$ cat config.mk
export PLATFORM = sky130hd
export DESIGN_NAME = utf8_to_rtf_unicode_escape_core
export DESIGN_NICKNAME = d
export VERILOG_FILES = /design/src/hdl/u2rtf_pkg.sv /design/src/hdl/u2rtf_front.sv /design/src/hdl/u2rtf_queue.sv /design/src/hdl/u2rtf_back.sv /design/src/hdl/utf8_to_rtf_unicode_escape_core.sv
export VERILOG_INCLUDE_DIRS = /design/src /design/src/hdl
export SDC_FILE = /design/constraint.sdc
export NUM_CORES = 1
export LEC_CHECK = 0
export ABC_AREA = 0
export BUFFER_PORTS_ARGS = -buffer_cell sky130_fd_sc_hd__clkbuf_2
export CAP_MARGIN = 20
export CORE_MARGIN = 10
export CORE_UTILIZATION = 67
export DETAILED_ROUTE_END_ITERATION = 8
export PLACE_DENSITY = 0.84
export REMOVE_ABC_BUFFERS = 1
export SYNTH_ARGS = -nofsm -noshare
export SYNTH_HDL_FRONTEND = slang
export SYNTH_HIERARCHICAL = 1
export SYNTH_SLANG_ARGS = --single-unit
$ cat constraint.sdc
create_clock -name clock -period 13 [get_ports clock]
set_input_delay 0.65 -clock clock [delete_from_list [all_inputs] [get_ports clock]]
set_output_delay 0.65 -clock clock [all_outputs]
set_load 0.01 [all_outputs]
$ cat src/hdl/utf8_to_rtf_unicode_escape_core_macros.svh
// assertion macros shared by the converter rtl
// no dependencies; taken in by the modules that check their own logic
`ifndef UTF8_TO_RTF_UNICODE_ESCAPE_CORE_MACROS_SVH
`define UTF8_TO_RTF_UNICODE_ESCAPE_CORE_MACROS_SVH

// condition holds on every edge out of reset
`define U2RTF_ASSERT_ALWAYS(label, clk, rst, cond, msg) \
   label: assert property (@(posedge clk) disable iff (rst) (cond)) else $error(msg);

// same-cycle implication
`define U2RTF_ASSERT_IMPLY(label, clk, rst, pre, post, msg) \
   label: assert property (@(posedge clk) disable iff (rst) (pre) |-> (post)) else $error(msg);

// next-cycle implication
`define U2RTF_ASSERT_NEXT(label, clk, rst, pre, post, msg) \
   label: assert property (@(posedge clk) disable iff (rst) (pre) |=> (post)) else $error(msg);

`endif

$ cat src/hdl/u2rtf_pkg.sv
// shared types, character codes and decimal helpers for the converter
// no dependencies
package u2rtf_pkg;

   // work handed from the byte front end to the text back end
   typedef struct packed {
      logic        is_code;   // 0: plain character in g1[7:0]
      logic        pair;      // two escape groups
      logic [15:0] g1;
      logic [15:0] g2;
   } job_type;

   typedef struct packed {
      logic [3:0]  digit;
      logic [16:0] sub;
   } digit_type;

   localparam logic [7:0] CH_BSL   = 8'h5C;
   localparam logic [7:0] CH_U     = 8'h75;
   localparam logic [7:0] CH_MINUS = 8'h2D;
   localparam logic [7:0] CH_QMARK = 8'h3F;
   localparam logic [7:0] CH_ZERO  = 8'h30;

   // high surrogate: ((cp >> 10) - 0x40 + 0xd800) cut to 16 bits
   localparam logic [15:0] HI_OFFSET = 16'hD7C0;
   // low surrogate: 0xdc00 | cp[9:0]
   localparam logic [5:0]  LO_PREFIX = 6'b110111;

   function automatic logic [16:0] pow10_of(input logic [2:0] pos);
      logic [16:0] p;
      unique case (pos)
         3'd0:    p = 17'd1;
         3'd1:    p = 17'd10;
         3'd2:    p = 17'd100;
         3'd3:    p = 17'd1000;
         3'd4:    p = 17'd10000;
         default: p = 17'd1;
      endcase
      return p;
   endfunction

   // one decimal digit at position pos, by parallel compares against its multiples
   function automatic digit_type digit_pick(input logic [15:0] rem, input logic [2:0] pos);
      digit_type   r;
      logic [16:0] thr;
      r.digit = 4'd0;
      r.sub   = 17'd0;
      for (int k = 1; k <= 9; k++) begin
         thr = 17'(pow10_of(pos) * k);
         if (17'(rem) >= thr) begin
            r.digit = 4'(k);
            r.sub   = thr;
         end
      end
      return r;
   endfunction

endpackage

$ cat src/hdl/u2rtf_front.sv
// byte front end: sequence tracking, code point gathering, job forming
// depends on u2rtf_pkg
module u2rtf_front (
   input  logic              clock,
   input  logic              reset,
   input  logic              req_push,
   input  logic [7:0]        req_in_byte,
   input  logic              q_full,
   output logic              job_push,
   output u2rtf_pkg::job_type job
);
   import u2rtf_pkg::*;

   logic [2:0]  pending_ff, pending_in;
   logic [35:0] acc_ff, acc_in;
   logic [35:0] acc_shift;
   logic [15:0] hi_group;
   logic        pair;
   logic        accept;

   always_comb begin
      accept     = req_push & ~q_full;
      acc_shift  = {acc_ff[29:0], req_in_byte[5:0]};
      hi_group   = acc_shift[25:10] + HI_OFFSET;
      pair       = |acc_shift[35:16];
      pending_in = pending_ff;
      acc_in     = acc_ff;
      job_push   = 1'b0;
      job        = '0;
      if (accept) begin
         if (pending_ff != 3'd0) begin
            // any byte counts as continuation
            pending_in = pending_ff - 3'd1;
            if (pending_ff == 3'd1) begin
               job_push    = 1'b1;
               job.is_code = 1'b1;
               job.pair    = pair;
               job.g1      = pair ? hi_group : acc_shift[15:0];
               job.g2      = {LO_PREFIX, acc_shift[9:0]};
               acc_in      = '0;
            end else begin
               acc_in = acc_shift;
            end
         end else if (!req_in_byte[7]) begin
            job_push = 1'b1;
            job.g1   = {8'h00, req_in_byte};
         end else if (req_in_byte[6]) begin
            // lead byte, stray continuation falls through and is dropped
            if (!req_in_byte[5]) begin
               pending_in = 3'd1;
               acc_in     = {31'd0, req_in_byte[4:0]};
            end else if (!req_in_byte[4]) begin
               pending_in = 3'd2;
               acc_in     = {32'd0, req_in_byte[3:0]};
            end else if (!req_in_byte[3]) begin
               pending_in = 3'd3;
               acc_in     = {33'd0, req_in_byte[2:0]};
            end else if (!req_in_byte[2]) begin
               pending_in = 3'd4;
               acc_in     = {34'd0, req_in_byte[1:0]};
            end else if (!req_in_byte[1]) begin
               pending_in = 3'd5;
               acc_in     = {35'd0, req_in_byte[0]};
            end else begin
               pending_in = 3'd6;
               acc_in     = '0;
            end
         end
      end
   end

   always_ff @(posedge clock) begin
      if (reset) begin
         pending_ff <= 3'd0;
         acc_ff     <= '0;
      end else begin
         pending_ff <= pending_in;
         acc_ff     <= acc_in;
      end
   end

endmodule

$ cat src/hdl/u2rtf_queue.sv
// job queue between front and back end, register slots
// depends on u2rtf_pkg and the assertion macro header
`include "utf8_to_rtf_unicode_escape_core_macros.svh"
module u2rtf_queue #(
   parameter int DEPTH = 4
) (
   input  logic              clock,
   input  logic              reset,
   input  logic              push,
   input  u2rtf_pkg::job_type push_job,
   input  logic              pop,
   output u2rtf_pkg::job_type pop_job,
   output logic              empty,
   output logic              full
);
   import u2rtf_pkg::*;

   localparam int PTR_W = $clog2(DEPTH);
   localparam int CNT_W = $clog2(DEPTH + 1);

   job_type            slot_ff [DEPTH];
   logic [PTR_W-1:0]   head_ff, head_in, tail_ff, tail_in;
   logic [CNT_W-1:0]   count_ff, count_in;

   always_comb begin
      empty    = (count_ff == CNT_W'(0));
      full     = (count_ff == CNT_W'(DEPTH));
      pop_job  = slot_ff[head_ff];
      head_in  = head_ff;
      tail_in  = tail_ff;
      count_in = count_ff;
      if (push) begin
         tail_in = (tail_ff == PTR_W'(DEPTH - 1)) ? PTR_W'(0) : tail_ff + PTR_W'(1);
      end
      if (pop) begin
         head_in = (head_ff == PTR_W'(DEPTH - 1)) ? PTR_W'(0) : head_ff + PTR_W'(1);
      end
      if (push && !pop) begin
         count_in = count_ff + CNT_W'(1);
      end else if (pop && !push) begin
         count_in = count_ff - CNT_W'(1);
      end
   end

   always_ff @(posedge clock) begin
      if (push) begin
         slot_ff[tail_ff] <= push_job;
      end
   end

   always_ff @(posedge clock) begin
      if (reset) begin
         head_ff  <= '0;
         tail_ff  <= '0;
         count_ff <= '0;
      end else begin
         head_ff  <= head_in;
         tail_ff  <= tail_in;
         count_ff <= count_in;
      end
   end

   `U2RTF_ASSERT_ALWAYS(a_count_bound, clock, reset, count_ff <= CNT_W'(DEPTH), "queue count above depth")
   `U2RTF_ASSERT_NEXT(a_count_up, clock, reset, push && !pop, count_ff == $past(count_ff) + CNT_W'(1), "queue count missed a push")
   `U2RTF_ASSERT_NEXT(a_count_down, clock, reset, pop && !push, count_ff == $past(count_ff) - CNT_W'(1), "queue count missed a pop")

endmodule

$ cat src/hdl/u2rtf_back.sv
// text back end: escape sequencer, decimal digits, output register
// depends on u2rtf_pkg and the assertion macro header
`include "utf8_to_rtf_unicode_escape_core_macros.svh"
module u2rtf_back (
   input  logic              clock,
   input  logic              reset,
   input  logic              q_empty,
   input  u2rtf_pkg::job_type q_job,
   output logic              q_pop,
   input  logic              rsp_pop,
   output logic              rsp_empty,
   output logic [7:0]        rsp_out_char,
   output logic              rsp_run_last
);
   import u2rtf_pkg::*;

   typedef enum logic [5:0] {
      ST_IDLE  = 6'b000001,
      ST_BSL   = 6'b000010,
      ST_U     = 6'b000100,
      ST_MINUS = 6'b001000,
      ST_DIGIT = 6'b010000,
      ST_QMARK = 6'b100000
   } phase_type;

   phase_type   phase_ff, phase_in;
   logic [15:0] bits_ff, bits_in;
   logic [15:0] second_ff, second_in;
   logic        pair_ff, pair_in;
   logic [15:0] rem_ff, rem_in;
   logic [2:0]  pos_ff, pos_in;
   logic        out_valid_ff, out_valid_in;
   logic [7:0]  out_char_ff, out_char_in;
   logic        out_last_ff, out_last_in;

   logic        adv, emit, last, neg;
   logic [7:0]  ch;
   logic [15:0] mag;
   logic [2:0]  start_pos;
   digit_type   dig;

   always_comb begin
      adv = !out_valid_ff || rsp_pop;
      neg = bits_ff[15];
      mag = neg ? (16'd0 - bits_ff) : bits_ff;
      start_pos = 3'd0;
      if (mag >= 16'd10)    start_pos = 3'd1;
      if (mag >= 16'd100)   start_pos = 3'd2;
      if (mag >= 16'd1000)  start_pos = 3'd3;
      if (mag >= 16'd10000) start_pos = 3'd4;
      dig = digit_pick(rem_ff, pos_ff);

      emit      = 1'b0;
      last      = 1'b0;
      ch        = CH_BSL;
      q_pop     = 1'b0;
      phase_in  = phase_ff;
      bits_in   = bits_ff;
      second_in = second_ff;
      pair_in   = pair_ff;
      rem_in    = rem_ff;
      pos_in    = pos_ff;

      if (adv) begin
         unique case (phase_ff)
            ST_IDLE: begin
               if (!q_empty) begin
                  q_pop = 1'b1;
                  emit  = 1'b1;
                  if (q_job.is_code) begin
                     ch        = CH_BSL;
                     bits_in   = q_job.g1;
                     second_in = q_job.g2;
                     pair_in   = q_job.pair;
                     phase_in  = ST_U;
                  end else begin
                     ch   = q_job.g1[7:0];
                     last = 1'b1;
                  end
               end
            end
            ST_BSL: begin
               emit     = 1'b1;
               ch       = CH_BSL;
               phase_in = ST_U;
            end
            ST_U: begin
               emit     = 1'b1;
               ch       = CH_U;
               rem_in   = mag;
               pos_in   = start_pos;
               phase_in = neg ? ST_MINUS : ST_DIGIT;
            end
            ST_MINUS: begin
               emit     = 1'b1;
               ch       = CH_MINUS;
               phase_in = ST_DIGIT;
            end
            ST_DIGIT: begin
               emit   = 1'b1;
               ch     = CH_ZERO + {4'd0, dig.digit};
               rem_in = 16'(17'(rem_ff) - dig.sub);
               if (pos_ff == 3'd0) begin
                  phase_in = ST_QMARK;
               end else begin
                  pos_in = pos_ff - 3'd1;
               end
            end
            ST_QMARK: begin
               emit = 1'b1;
               ch   = CH_QMARK;
               last = !pair_ff;
               if (pair_ff) begin
                  bits_in  = second_ff;
                  pair_in  = 1'b0;
                  phase_in = ST_BSL;
               end else begin
                  phase_in = ST_IDLE;
               end
            end
            default: phase_in = ST_IDLE;
         endcase
      end

      out_valid_in = out_valid_ff;
      out_char_in  = out_char_ff;
      out_last_in  = out_last_ff;
      if (adv) begin
         out_valid_in = emit;
         out_char_in  = ch;
         out_last_in  = last;
      end

      rsp_empty    = !out_valid_ff;
      rsp_out_char = out_char_ff;
      rsp_run_last = out_last_ff;
   end

   always_ff @(posedge clock) begin
      bits_ff     <= bits_in;
      second_ff   <= second_in;
      rem_ff      <= rem_in;
      pos_ff      <= pos_in;
      out_char_ff <= out_char_in;
      out_last_ff <= out_last_in;
   end

   always_ff @(posedge clock) begin
      if (reset) begin
         phase_ff     <= ST_IDLE;
         pair_ff      <= 1'b0;
         out_valid_ff <= 1'b0;
      end else begin
         phase_ff     <= phase_in;
         pair_ff      <= pair_in;
         out_valid_ff <= out_valid_in;
      end
   end

   `U2RTF_ASSERT_IMPLY(a_digit_range, clock, reset, phase_ff == ST_DIGIT, (pos_ff <= 3'd4) && (17'(rem_ff) < 17'(pow10_of(pos_ff) * 17'd10)), "digit remainder out of range")
   `U2RTF_ASSERT_IMPLY(a_second_group, clock, reset, phase_ff == ST_BSL, !pair_ff, "second group started with pair still set")
   `U2RTF_ASSERT_NEXT(a_close_last, clock, reset, adv && phase_ff == ST_QMARK && !pair_ff, out_valid_ff && out_last_ff && (out_char_ff == CH_QMARK), "closing mark not flagged last")

endmodule

$ cat src/hdl/utf8_to_rtf_unicode_escape_core.sv
// channel   ports                                direction  moves
// req       req_push, req_full, req_in_byte       in         one utf-8 byte per word
// rsp       rsp_pop, rsp_empty, rsp_out_char,     out        one text character per word,
//           rsp_run_last                                     last flag on final one per code point
//
// top level of the utf-8 to rtf unicode escape converter
// depends on u2rtf_pkg, u2rtf_front, u2rtf_queue, u2rtf_back
//
// cycles: the front end takes one byte per cycle while the job queue has room; the back
//   end sends one character per cycle while rsp_pop takes each one, so an ascii byte becomes
//   a single character and a code point the characters of its escape text
// the back end's one-character-per-cycle sequencer sets the sustained rate
// reset: synchronous, clears the sequence state, queue pointers and output valid flag
// stalls: rsp_pop low holds the output word; the queue then fills and raises req_full
module utf8_to_rtf_unicode_escape_core #(
   parameter int QUEUE_DEPTH = 4   // jobs between front and back end, 2 or more
) (
   input  logic       clock,
   input  logic       reset,
   // byte input, queue style
   input  logic       req_push,
   output logic       req_full,
   input  logic [7:0] req_in_byte,
   // character output, queue style
   input  logic       rsp_pop,
   output logic       rsp_empty,
   output logic [7:0] rsp_out_char,
   output logic       rsp_run_last
);
   import u2rtf_pkg::*;

   // front to queue
   logic    job_push;
   job_type job;
   // queue to back
   job_type q_job;
   logic    q_pop;
   logic    q_empty;
   logic    q_full;

   // front end: tracks pending continuations and gathers the code point;
   // a finished code point leaves as one job with its surrogate groups already formed
   u2rtf_front u_front (
      .clock       (clock),
      .reset       (reset),
      .req_push    (req_push),
      .req_in_byte (req_in_byte),
      .q_full      (q_full),
      .job_push    (job_push),
      .job         (job)
   );

   // short job queue so the byte side and text side stall on their own
   u2rtf_queue #(
      .DEPTH (QUEUE_DEPTH)
   ) u_queue (
      .clock    (clock),
      .reset    (reset),
      .push     (job_push),
      .push_job (job),
      .pop      (q_pop),
      .pop_job  (q_job),
      .empty    (q_empty),
      .full     (q_full)
   );

   // back end: walks backslash, u, sign, digits, question mark for each group;
   // digits come most significant first, one per cycle while rsp_pop takes them, leading zeros skipped
   u2rtf_back u_back (
      .clock        (clock),
      .reset        (reset),
      .q_empty      (q_empty),
      .q_job        (q_job),
      .q_pop        (q_pop),
      .rsp_pop      (rsp_pop),
      .rsp_empty    (rsp_empty),
      .rsp_out_char (rsp_out_char),
      .rsp_run_last (rsp_run_last)
   );

   // every byte, even one with no text, waits for a free queue slot
   assign req_full = q_full;

endmodule
==> implementation parameters, run 1 <==
Parameter                              Value

Min path
  Classification of the worst-slack hold path ... in2reg
  Hold path startpoint ... req_in_byte[2]

Power
  IR drop worst, VDD ... between 150 and 200 uV
  Power Density ... about 220 nW/um2
  Static leakage power ... about 6.8 nW
  Comb pwr share ... roughly half
  Clock Power Share ... about a fifth
  Power spent charging and discharging nets ... 1.677 mW
  Switching share of power ... 43.17%
  Overall power consumption ... around 3.9 mW
  Internal Power ... 2.207 mW
  Part of the total power dissipated in sequential elements ... between 30% and 40%

GRT
  Initial antenna violation count ... 0
  Number of global-route vias before repair ... 12580
  First-pass GRT wire length ... 74.01 mm
  GRT Resource Usage Total ... between 30 and 40%
  Total global routing overflow ... 0
  Maximum number of pins on one net before global-route repair ... 49

Detailed routing
  Final Routed Wirelength ... around 48 mm
  Number of design-rule violations left by the first detailed-router iteration ... between 1500 and 2000
  Detailed-route vias per instance ... roughly 6.9
  Via count ... 13050
  Post-route DRC violation count ... 0
  WL/cell ... 25.58 um
  Drt first pass iters ... 6
  Number of nets with antenna violations after routing ... 0

STA
  Highest attainable clock frequency ... 111.5 MHz
  Setup violation total in the final timing report ... 0
  Setup skew after layout ... between 0.01 and 0.015 ns
  Final-layout setup total negative slack ... 0 ns
  Period utilization ... 68.99%
  Transition at the pin with the smallest max-transition slack ... between 1 and 1.5 ns
  Number of endpoints with negative hold slack in the final report ... 0
  Final period demand of the worst path ... 8.969 ns
  Pins Over Slew Limit ... 0
  Worst slew slack as a fraction of its limit ... roughly a quarter
  Unrepaired setup endpoints after global routing ... false

Synth
  Library cell with the highest instance count after synthesis ... edfxtp_1
  Largest cells by area after synthesis ... edfxtp_1 (37%), ha_1 (13%), dfxtp_1 (6.2%)
  Post-synth EDFFs ... 196
  Gate count of the mapped netlist ... 1532
  Share of synthesized area occupied by flip-flops and latches ... a little over two fifths
  Post-synthesis average cell area ... about 10 um2
  Warning count from the yosys run ... 6
  Share of synthesized flip-flops with an asynchronous set or reset ... 0%
  Fraction of synthesized cell area taken by the top area cell type ... between 30 and 40%
  Number of register bits inferred by synthesis ... 246
  Dominant synthesized flop cell ... edfxtp_1
  Synth cell types ... 96
  Netlist area before placement ... around 16000 um2
  Post-synthesis cell type with the largest combined area ... edfxtp_1
  Commonest cells in the synthesized netlist ... edfxtp_1 (196), ha_1 (165), nand2_1 (164)

Clocking
  Post-CTS setup buffer count ... 0
  Number of buffers added by the clock tree synthesis step ... 25
  Max clock buf depth ... 3
  H-Tree Level Count ... 1
  CTS tree ... yes
  Clk Latency, worst-skew pair ... between 0.5 and 0.6 ns
  PostCTS Resize Cnt ... 0
  Clk Tree Root Cell ... clkbuf_16
  Clock transition time at the flip-flop clock pins of the worst setup and hold paths ... roughly 0.07 ns
  Cts-stage hold buffer count ... 0
  Clock net sink count ... around 250

Cells and area
  Multi-input gate area ... approximately 8600 um2
  Share of cells above drive strength 1 ... 9.789%
  Net count reported at finish ... approximately 1700
  Sequential standard cell area ... approximately 6900 um2
  Fillers ... 1605
  Post-route core utilization ... between 70% and 80%
  Final Instance Count excl. Fillers ... around 1900
  Final antenna diode count ... 0
  Synthesis-to-layout area growth ... 7.885%

Setup path
  Startpoint type of the worst setup path ... flop
  Most Frequent Cell on Critical Path ... a21oi_1
  Arrival time reported for the critical path endpoint ... 9.22 ns
  R2r startpoint ... u_back/pos_ff[0]$_DFFE_PP_
  Required time of the worst setup path ... approximately 13 ns
  Capturing element type of the critical path ... flop
  Max stage delay on crit path ... approximately 0.66 ns
  Kind of critical path ... reg2reg
  Worst setup startpoint ... u_back/pos_ff[0]$_DFFE_PP_
  CP max stage cell ... and2_1
  Maximum net fanout on the critical path ... 20

Floorplanning
  Top Ports ... 23
  Die Outline Area ... between 30000 and 40000 um2
  Number of cell rows ... 56
  Die Span X ... about 170 um
  CORE AREA ... between 20000 and 25000 um2
  Vertical die dimension ... between 150 and 200 um
  Starting density of the core ... 68.28%

Place
  Detailed placer's ending HPWL ... approximately 34 mm
  Number of port buffers ... 22
  Placer Congestion ... 1.045
  Inst Count DP ... approximately 1800

Run
  Max-cap violation count ... 0

Status
  Status ... finished clean
-- metal layers --
metal | track usage (%) | wire, um | vias up | part of all wire [%]
li1 | - | - | 5780 | -
met2 | 49.43 | 22250 | 860 | 46
met3 | 5.281 | 5098 | 161 | 11
met1 | 40.90 | 18630 | 6253 | 39
met5 | 0 | 0 | - | 0
met4 | 12.15 | 2168 | 0 | 4.5
-- power by group through the flow --
stage,registers (mW),clock network (mW),logic [mW]
3_3_place_gp,1.19,0,1.80
4_1_cts,1.18,0.772,1.86
2_1_floorplan,1.15,0,1.29
6_report,1.19,0.769,1.92
5_1_grt,1.20,0.805,2.10
3_5_place_dp,1.20,0,1.84
-- layout make-up --
class	count	share of cell area, %
Multi-Input combinational cell	1155	49.52
Sequential cell	246	39.72
Clock buffer	33	4.069
Tap cell	319	2.301
Timing Repair Buffer	47	1.818
Inverter	69	1.493
Clock inverter	13	1.082
-- state kept, by name, indices dropped and copies added (netlist names), 6 cells and up, named ones only --
register	cells
u_back/bits_ff	16
u_back/phase_ff	6
u_back/rem_ff	16
u_back/rsp_out_char	8
u_back/second_ff	16
u_front/acc_ff	30
u_queue/slot_ff	136
-- cells by family after synthesis --
family / Yosys count / synth area share [%]
DFF: 246 / 42.84
and+or+nand+nor: 487 / 14.94
muxes: 42 / 5.386
other: 3 / 0.07004
xor gates and xnor gates: 54 / 2.942
buffers and inverters: 134 / 3.899
AOI/OAI and AO/OA: 391 / 15.83
adders and majority gates: 175 / 14.09
-- worst paths after layout --
kind	slack, ns	end	depth (start not counted)
max	4.03	u_back/rem_ff[14]$_DFFE_PP_	36
min	0.41	u_front/acc_ff[2]$_SDFFE_PP0P_	3
max reg2reg	4.03	u_back/rem_ff[14]$_DFFE_PP_	36
min reg2reg	0.49	u_front/acc_ff[28]$_SDFFE_PP0P_	2
-- critical path: cells and delay by family (launching register included) --
family,cells,cell delay [ns]
AO/OA/AOI/OAI,20,3.97
XOR/XNOR,1,0.16
adder cells (fa/ha/maj),5,1.64
buffers and inverters,5,0.96
flip-flops,1,0.42
AND/OR/NAND/NOR,5,1.53
-- per-stage QoR --
stage	setup WS, ns	area, um2	hold slack, ns
2_1_floorplan	3.383	15720	0.4255
3_3_place_gp	4.462	16420	0.4436
3_5_place_dp	4.250	16420	0.4629
4_1_cts	4.242	17320	0.3947
5_1_grt	3.478	17340	0.4207
6_report	4.031	17340	0.4097
-- placed cells by master (no fill, tap or decap), types with 7 or more instances in the layout --
master and count:
nand2_1 164, mux2i_1 7, nand2b_1 13, a21oi_1 122, mux4_2 30, nand4_1 24, o221ai_1 7, o211ai_1 13
nand3_1 47, inv_1 68, buf_4 23, nor2_1 102, a21o_1 27, and3_1 20, a211oi_1 12, o21ai_0 88
fa_1 10, edfxtp_1 196, nor3_1 31, xor2_1 25, and2_1 13, nor4_1 10, clkbuf_16 25, o31ai_1 8
xnor2_1 29, or3_1 8, ha_1 165, a211o_1 7, a31oi_1 11, dfxtp_1 49, clkbuf_2 22, o21a_1 12
nor2b_1 16, o21bai_1 8
No activity file was read; power rests on OpenSTA's default activity.
==> inputs of run 2 (changes only) <==
--- a/config.mk
+++ b/config.mk
@@ -10,9 +10,9 @@
 export BUFFER_PORTS_ARGS = -buffer_cell sky130_fd_sc_hd__clkbuf_2
 export CAP_MARGIN = 20
 export CORE_MARGIN = 10
-export CORE_UTILIZATION = 67
+export CORE_UTILIZATION = 59
 export DETAILED_ROUTE_END_ITERATION = 8
-export PLACE_DENSITY = 0.84
+export PLACE_DENSITY = 0.78
 export REMOVE_ABC_BUFFERS = 1
 export SYNTH_ARGS = -nofsm -noshare
 export SYNTH_HDL_FRONTEND = slang
==> constraint.sdc (replaced) <==
create_clock -name clock -period 7.3 [get_ports clock]
set_input_delay 0.365 -clock clock [delete_from_list [all_inputs] [get_ports clock]]
set_output_delay 0.365 -clock clock [all_outputs]
set_load 0.01 [all_outputs]
==> run 2 against run 1 <==
Net effect:
- clock-buffer cell count decreased by 4
- global-route usage is 3.6 points lower
- wire length fell by 2.0%
- critical path depth stayed put
- first-iteration DRC count fell by 15%
- critical endpoint unchanged
- cell count increased by 7.5%
- clock power increased by 64%
- die area up 12%
- utilization fell by 5.1 points
- design area up 6.3%
==> implementation parameters, run 2 (synthesis gave the netlist of run 1 again) <==
Parameter                              Value

STA
  Number of endpoints with negative hold slack in the final report ... 0 (unchanged)
  Highest attainable clock frequency ... 141.8 MHz (was 111.5 MHz)
  Unrepaired setup endpoints after global routing ... true (was false)
  Final period demand of the worst path ... 7.053 ns (was 8.969 ns)
  Worst hold slack across all endpoints ... 0.1207 ns (was 0.4097 ns)
  Final-layout setup total negative slack ... 0 ns (unchanged)
  Setup violation total in the final timing report ... 0 (unchanged)
  Pins Over Slew Limit ... 0 (unchanged)
  Transition at the pin with the smallest max-transition slack ... 1.098 ns (was 1.120 ns)
  Worst slew slack as a fraction of its limit ... 26.12% (was 25.34%)
  Period utilization ... 96.62% (was 68.99%)
  Setup skew after layout ... 0.01764 ns (was 0.01419 ns)
  Least setup slack across all paths after layout ... 0.2470 ns (was 4.031 ns)

Setup path
  Top cell family by delay on the critical path ... compound AO/OA/AOI/OAI gates (unchanged)
  Endpoint of the worst register-to-register path ... u_back/rem_ff[14]$_DFFE_PP_ (unchanged)
  Most Frequent Cell on Critical Path ... a21oi_2 (was a21oi_1)
  Required time of the worst setup path ... 7.55 ns (was 13.25 ns)
  CP max stage cell ... fa_2 (was and2_1)
  Max stage delay on crit path ... 0.51 ns (was 0.66 ns)
  Worst Path Buf+Inv ... 4 (was 5)
  Capturing element type of the critical path ... flop (unchanged)
  Arrival time reported for the critical path endpoint ... 7.31 ns (was 9.22 ns)
  R2r startpoint ... u_back/pos_ff[1]$_DFFE_PP_ (was u_back/pos_ff[0]$_DFFE_PP_)
  Startpoint type of the worst setup path ... flop (unchanged)
  FF-to-FF path depth ... 36 (unchanged)
  Maximum net fanout on the critical path ... 5 (was 20)
  Kind of critical path ... reg2reg (unchanged)
  Setup slack on the worst flop-to-flop path ... 0.25 ns (was 4.03 ns)

Cells and area
  Sequential standard cell area ... 6888 um2 (unchanged)
  Leading cell type in the layout, fill and taps excluded ... edfxtp_1 (unchanged)
  Final antenna diode count ... 0 (unchanged)
  Most frequent cells in the layout ... edfxtp_1 (196), nand2_1 (162), ha_1 (156) (was edfxtp_1 (196), ha_1 (165), nand2_1 (164))
  Synthesis-to-layout area growth ... 14.70% (was 7.885%)
  Multi-input gate area ... 8837 um2 (was 8588 um2)
  Net count reported at finish ... 1851 (was 1731)
  Share of cells above drive strength 1 ... 19.38% (was 9.789%)
  Final standard cell area without fillers ... 18440 um2 (was 17340 um2)
  Max FFs per register ... 136 (unchanged)
  Regs by FF count ... u_queue/slot_ff (136), u_front/acc_ff (30) (unchanged)
  Fillers ... 1977 (was 1605)
  Top register by number of flip-flops ... u_queue/slot_ff (unchanged)

Detailed routing
  Drt first pass iters ... 5 (was 6)
  WL/cell ... 23.32 um (was 25.58 um)
  Detailed-route vias per instance ... 6.536 (was 6.936)
  Number of design-rule violations left by the first detailed-router iteration ... 1486 (was 1745)
  Via count ... 13220 (was 13050)
  Number of nets with antenna violations after routing ... 0 (unchanged)
  Final Routed Wirelength ... 47.18 mm (was 48.14 mm)
  Post-route DRC violation count ... 0 (unchanged)

Clocking
  Max clock buf depth ... 3 (unchanged)
  CTS tree ... yes (unchanged)
  Clock net sink count ... 246 (unchanged)
  Clock transition time at the flip-flop clock pins of the worst setup and hold paths ... 0.07 ns (about the same)
  Cts-stage hold buffer count ... 0 (unchanged)
  H-Tree Level Count ... 1 (unchanged)
  Number of buffers added by the clock tree synthesis step ... 24 (was 25)
  Clk Latency, worst-skew pair ... 0.53 ns (about the same)
  Clk Tree Root Cell ... clkbuf_16 (unchanged)

Run
  Max-cap violation count ... 0 (unchanged)

GRT
  First-pass GRT wire length ... 72.69 mm (was 74.01 mm)
  Maximum number of pins on one net before global-route repair ... 49 (unchanged)
  Initial antenna violation count ... 0 (unchanged)
  GRT Resource Usage Total ... 27.22% (was 30.80%)
  Total global routing overflow ... 0 (unchanged)
  Number of global-route vias before repair ... 12920 (was 12580)

Min path
  Worst hold path cell count ... 3 (unchanged)
  Hold path endpoint ... u_front/acc_ff[2]$_SDFFE_PP0P_ (unchanged)
  Classification of the worst-slack hold path ... in2reg (unchanged)
  Hold path startpoint ... req_in_byte[2] (unchanged)

Place
  Post-place instance area ... 17160 um2 (was 16420 um2)
  Detailed placer's ending HPWL ... 34.80 mm (was 34.12 mm)
  Worst Setup Slack post-DPL ... -0.3178 ns (was 4.250 ns)
  Placer Congestion ... 1.083 (was 1.045)
  Number of port buffers ... 22 (unchanged)

Status
  Status ... finished clean (unchanged)

Power
  Clock Power Share ... 17.2% (was 19.8%)
  Comb pwr share ... 54.1% (was 49.5%)
  Internal Power ... 4.210 mW (was 2.207 mW)
  Switching share of power ... 42.60% (was 43.17%)
  Power spent charging and discharging nets ... 3.124 mW (was 1.677 mW)
  Static leakage power ... 7.309 nW (was 6.767 nW)
  Power Density ... 397.7 nW/um2 (was 223.9 nW/um2)
  IR drop worst, VDD ... 258.9 uV (was 163.6 uV)
  Part of the total power dissipated in sequential elements ... 28.6% (was 30.7%)

Floorplanning
  Starting density of the core ... 59.81% (was 68.28%)
  Vertical die dimension ... 185.1 um (was 174.9 um)
  Top Ports ... 23 (unchanged)
  Die Span X ... 185.1 um (was 174.9 um)
  Number of cell rows ... 60 (was 56)
  Die Outline Area ... 34250 um2 (was 30590 um2)
  CORE AREA ... 26880 um2 (was 23540 um2)
[run 2: cell types whose count changed in the layout (fill, tap and decap cells not counted), moves of 6 or more]
cell / delta
buf_4: +121
a21oi_1: -12
a21oi_2: +12
o21ai_0: -10
ha_1: -9
o21ai_1: +8
inv_1: -7
inv_2: +7
ha_4: +6
[run 2: power by group through the flow]
stage                     registers, mW  logic (mW)  clock network [mW]
after detailed placement           2.11        3.65                   0
after CTS                          2.09        3.74                1.27
after floorplan                    2.05        2.30                   0
final                              2.10        3.97                1.26
after global routing               2.12        4.29                1.33
after global placement             2.10        3.56                   0
[run 2: through the flow]
stage | total power [mW] | cells | util, %
detailed placement | 5.765 | 1952 | 63.84
floorplan | 4.347 | 1470 | -
CTS | 7.104 | 2012 | 67.50
global placement | 5.655 | 1952 | 63.84
finish | 7.334 | 2023 | 68.61
global route | 7.742 | 2023 | 68.61
[run 2: worst max path at each step]
stage	slack [ns]	start	end	cells past startpoint
floorplan	-2.32	u_back/pos_ff[0]$_DFFE_PP_	u_back/rem_ff[14]$_DFFE_PP_	35
global placement	-0.1	u_back/pos_ff[0]$_DFFE_PP_	u_back/rem_ff[14]$_DFFE_PP_	38
detailed placement	-0.32	u_back/pos_ff[0]$_DFFE_PP_	u_back/rem_ff[12]$_DFFE_PP_	37
CTS	0.003	u_back/pos_ff[0]$_DFFE_PP_	u_back/rem_ff[12]$_DFFE_PP_	38
global route	-0.06	u_back/pos_ff[1]$_DFFE_PP_	u_back/rem_ff[14]$_DFFE_PP_	38
finish	0.25	u_back/pos_ff[1]$_DFFE_PP_	u_back/rem_ff[14]$_DFFE_PP_	36
[run 2: cell type report]
| class | count | area share [%] |
|---|---|---|
| sequential | 246 | 37.36 |
| clock inverter | 15 | 1.004 |
| clock buffer | 29 | 3.413 |
| timing repair buffer | 168 | 6.582 |
| inverter | 69 | 1.405 |
| tap | 341 | 2.314 |
| multi-input combinational | 1155 | 47.93 |
[run 2: routing by layer]
layer	wire, um	track usage [%]	vias to the layer above	share of wire [%]
met3	3213	3.233	123	6.8
met1	20280	37.28	6500	43
li1	-	-	6013	-
met4	1686	9.883	0	3.6
met2	22010	43.63	587	47
met5	0	0	-	0
[run 2: repair_timing]
item	CTS	global route
pin swaps	13	35
hold endpoints to repair	0	0
buffers inserted	16	11
gates resized for setup	14	57
setup endpoints to repair	6	11
[run 2: tightest hold or removal path: cells and delay by family]
kind                   cells  cell delay [ns]
AND/OR/NAND/NOR            1             0.07
buffers and inverters      1             0.11
AO/OA/AOI/OAI              1             0.06
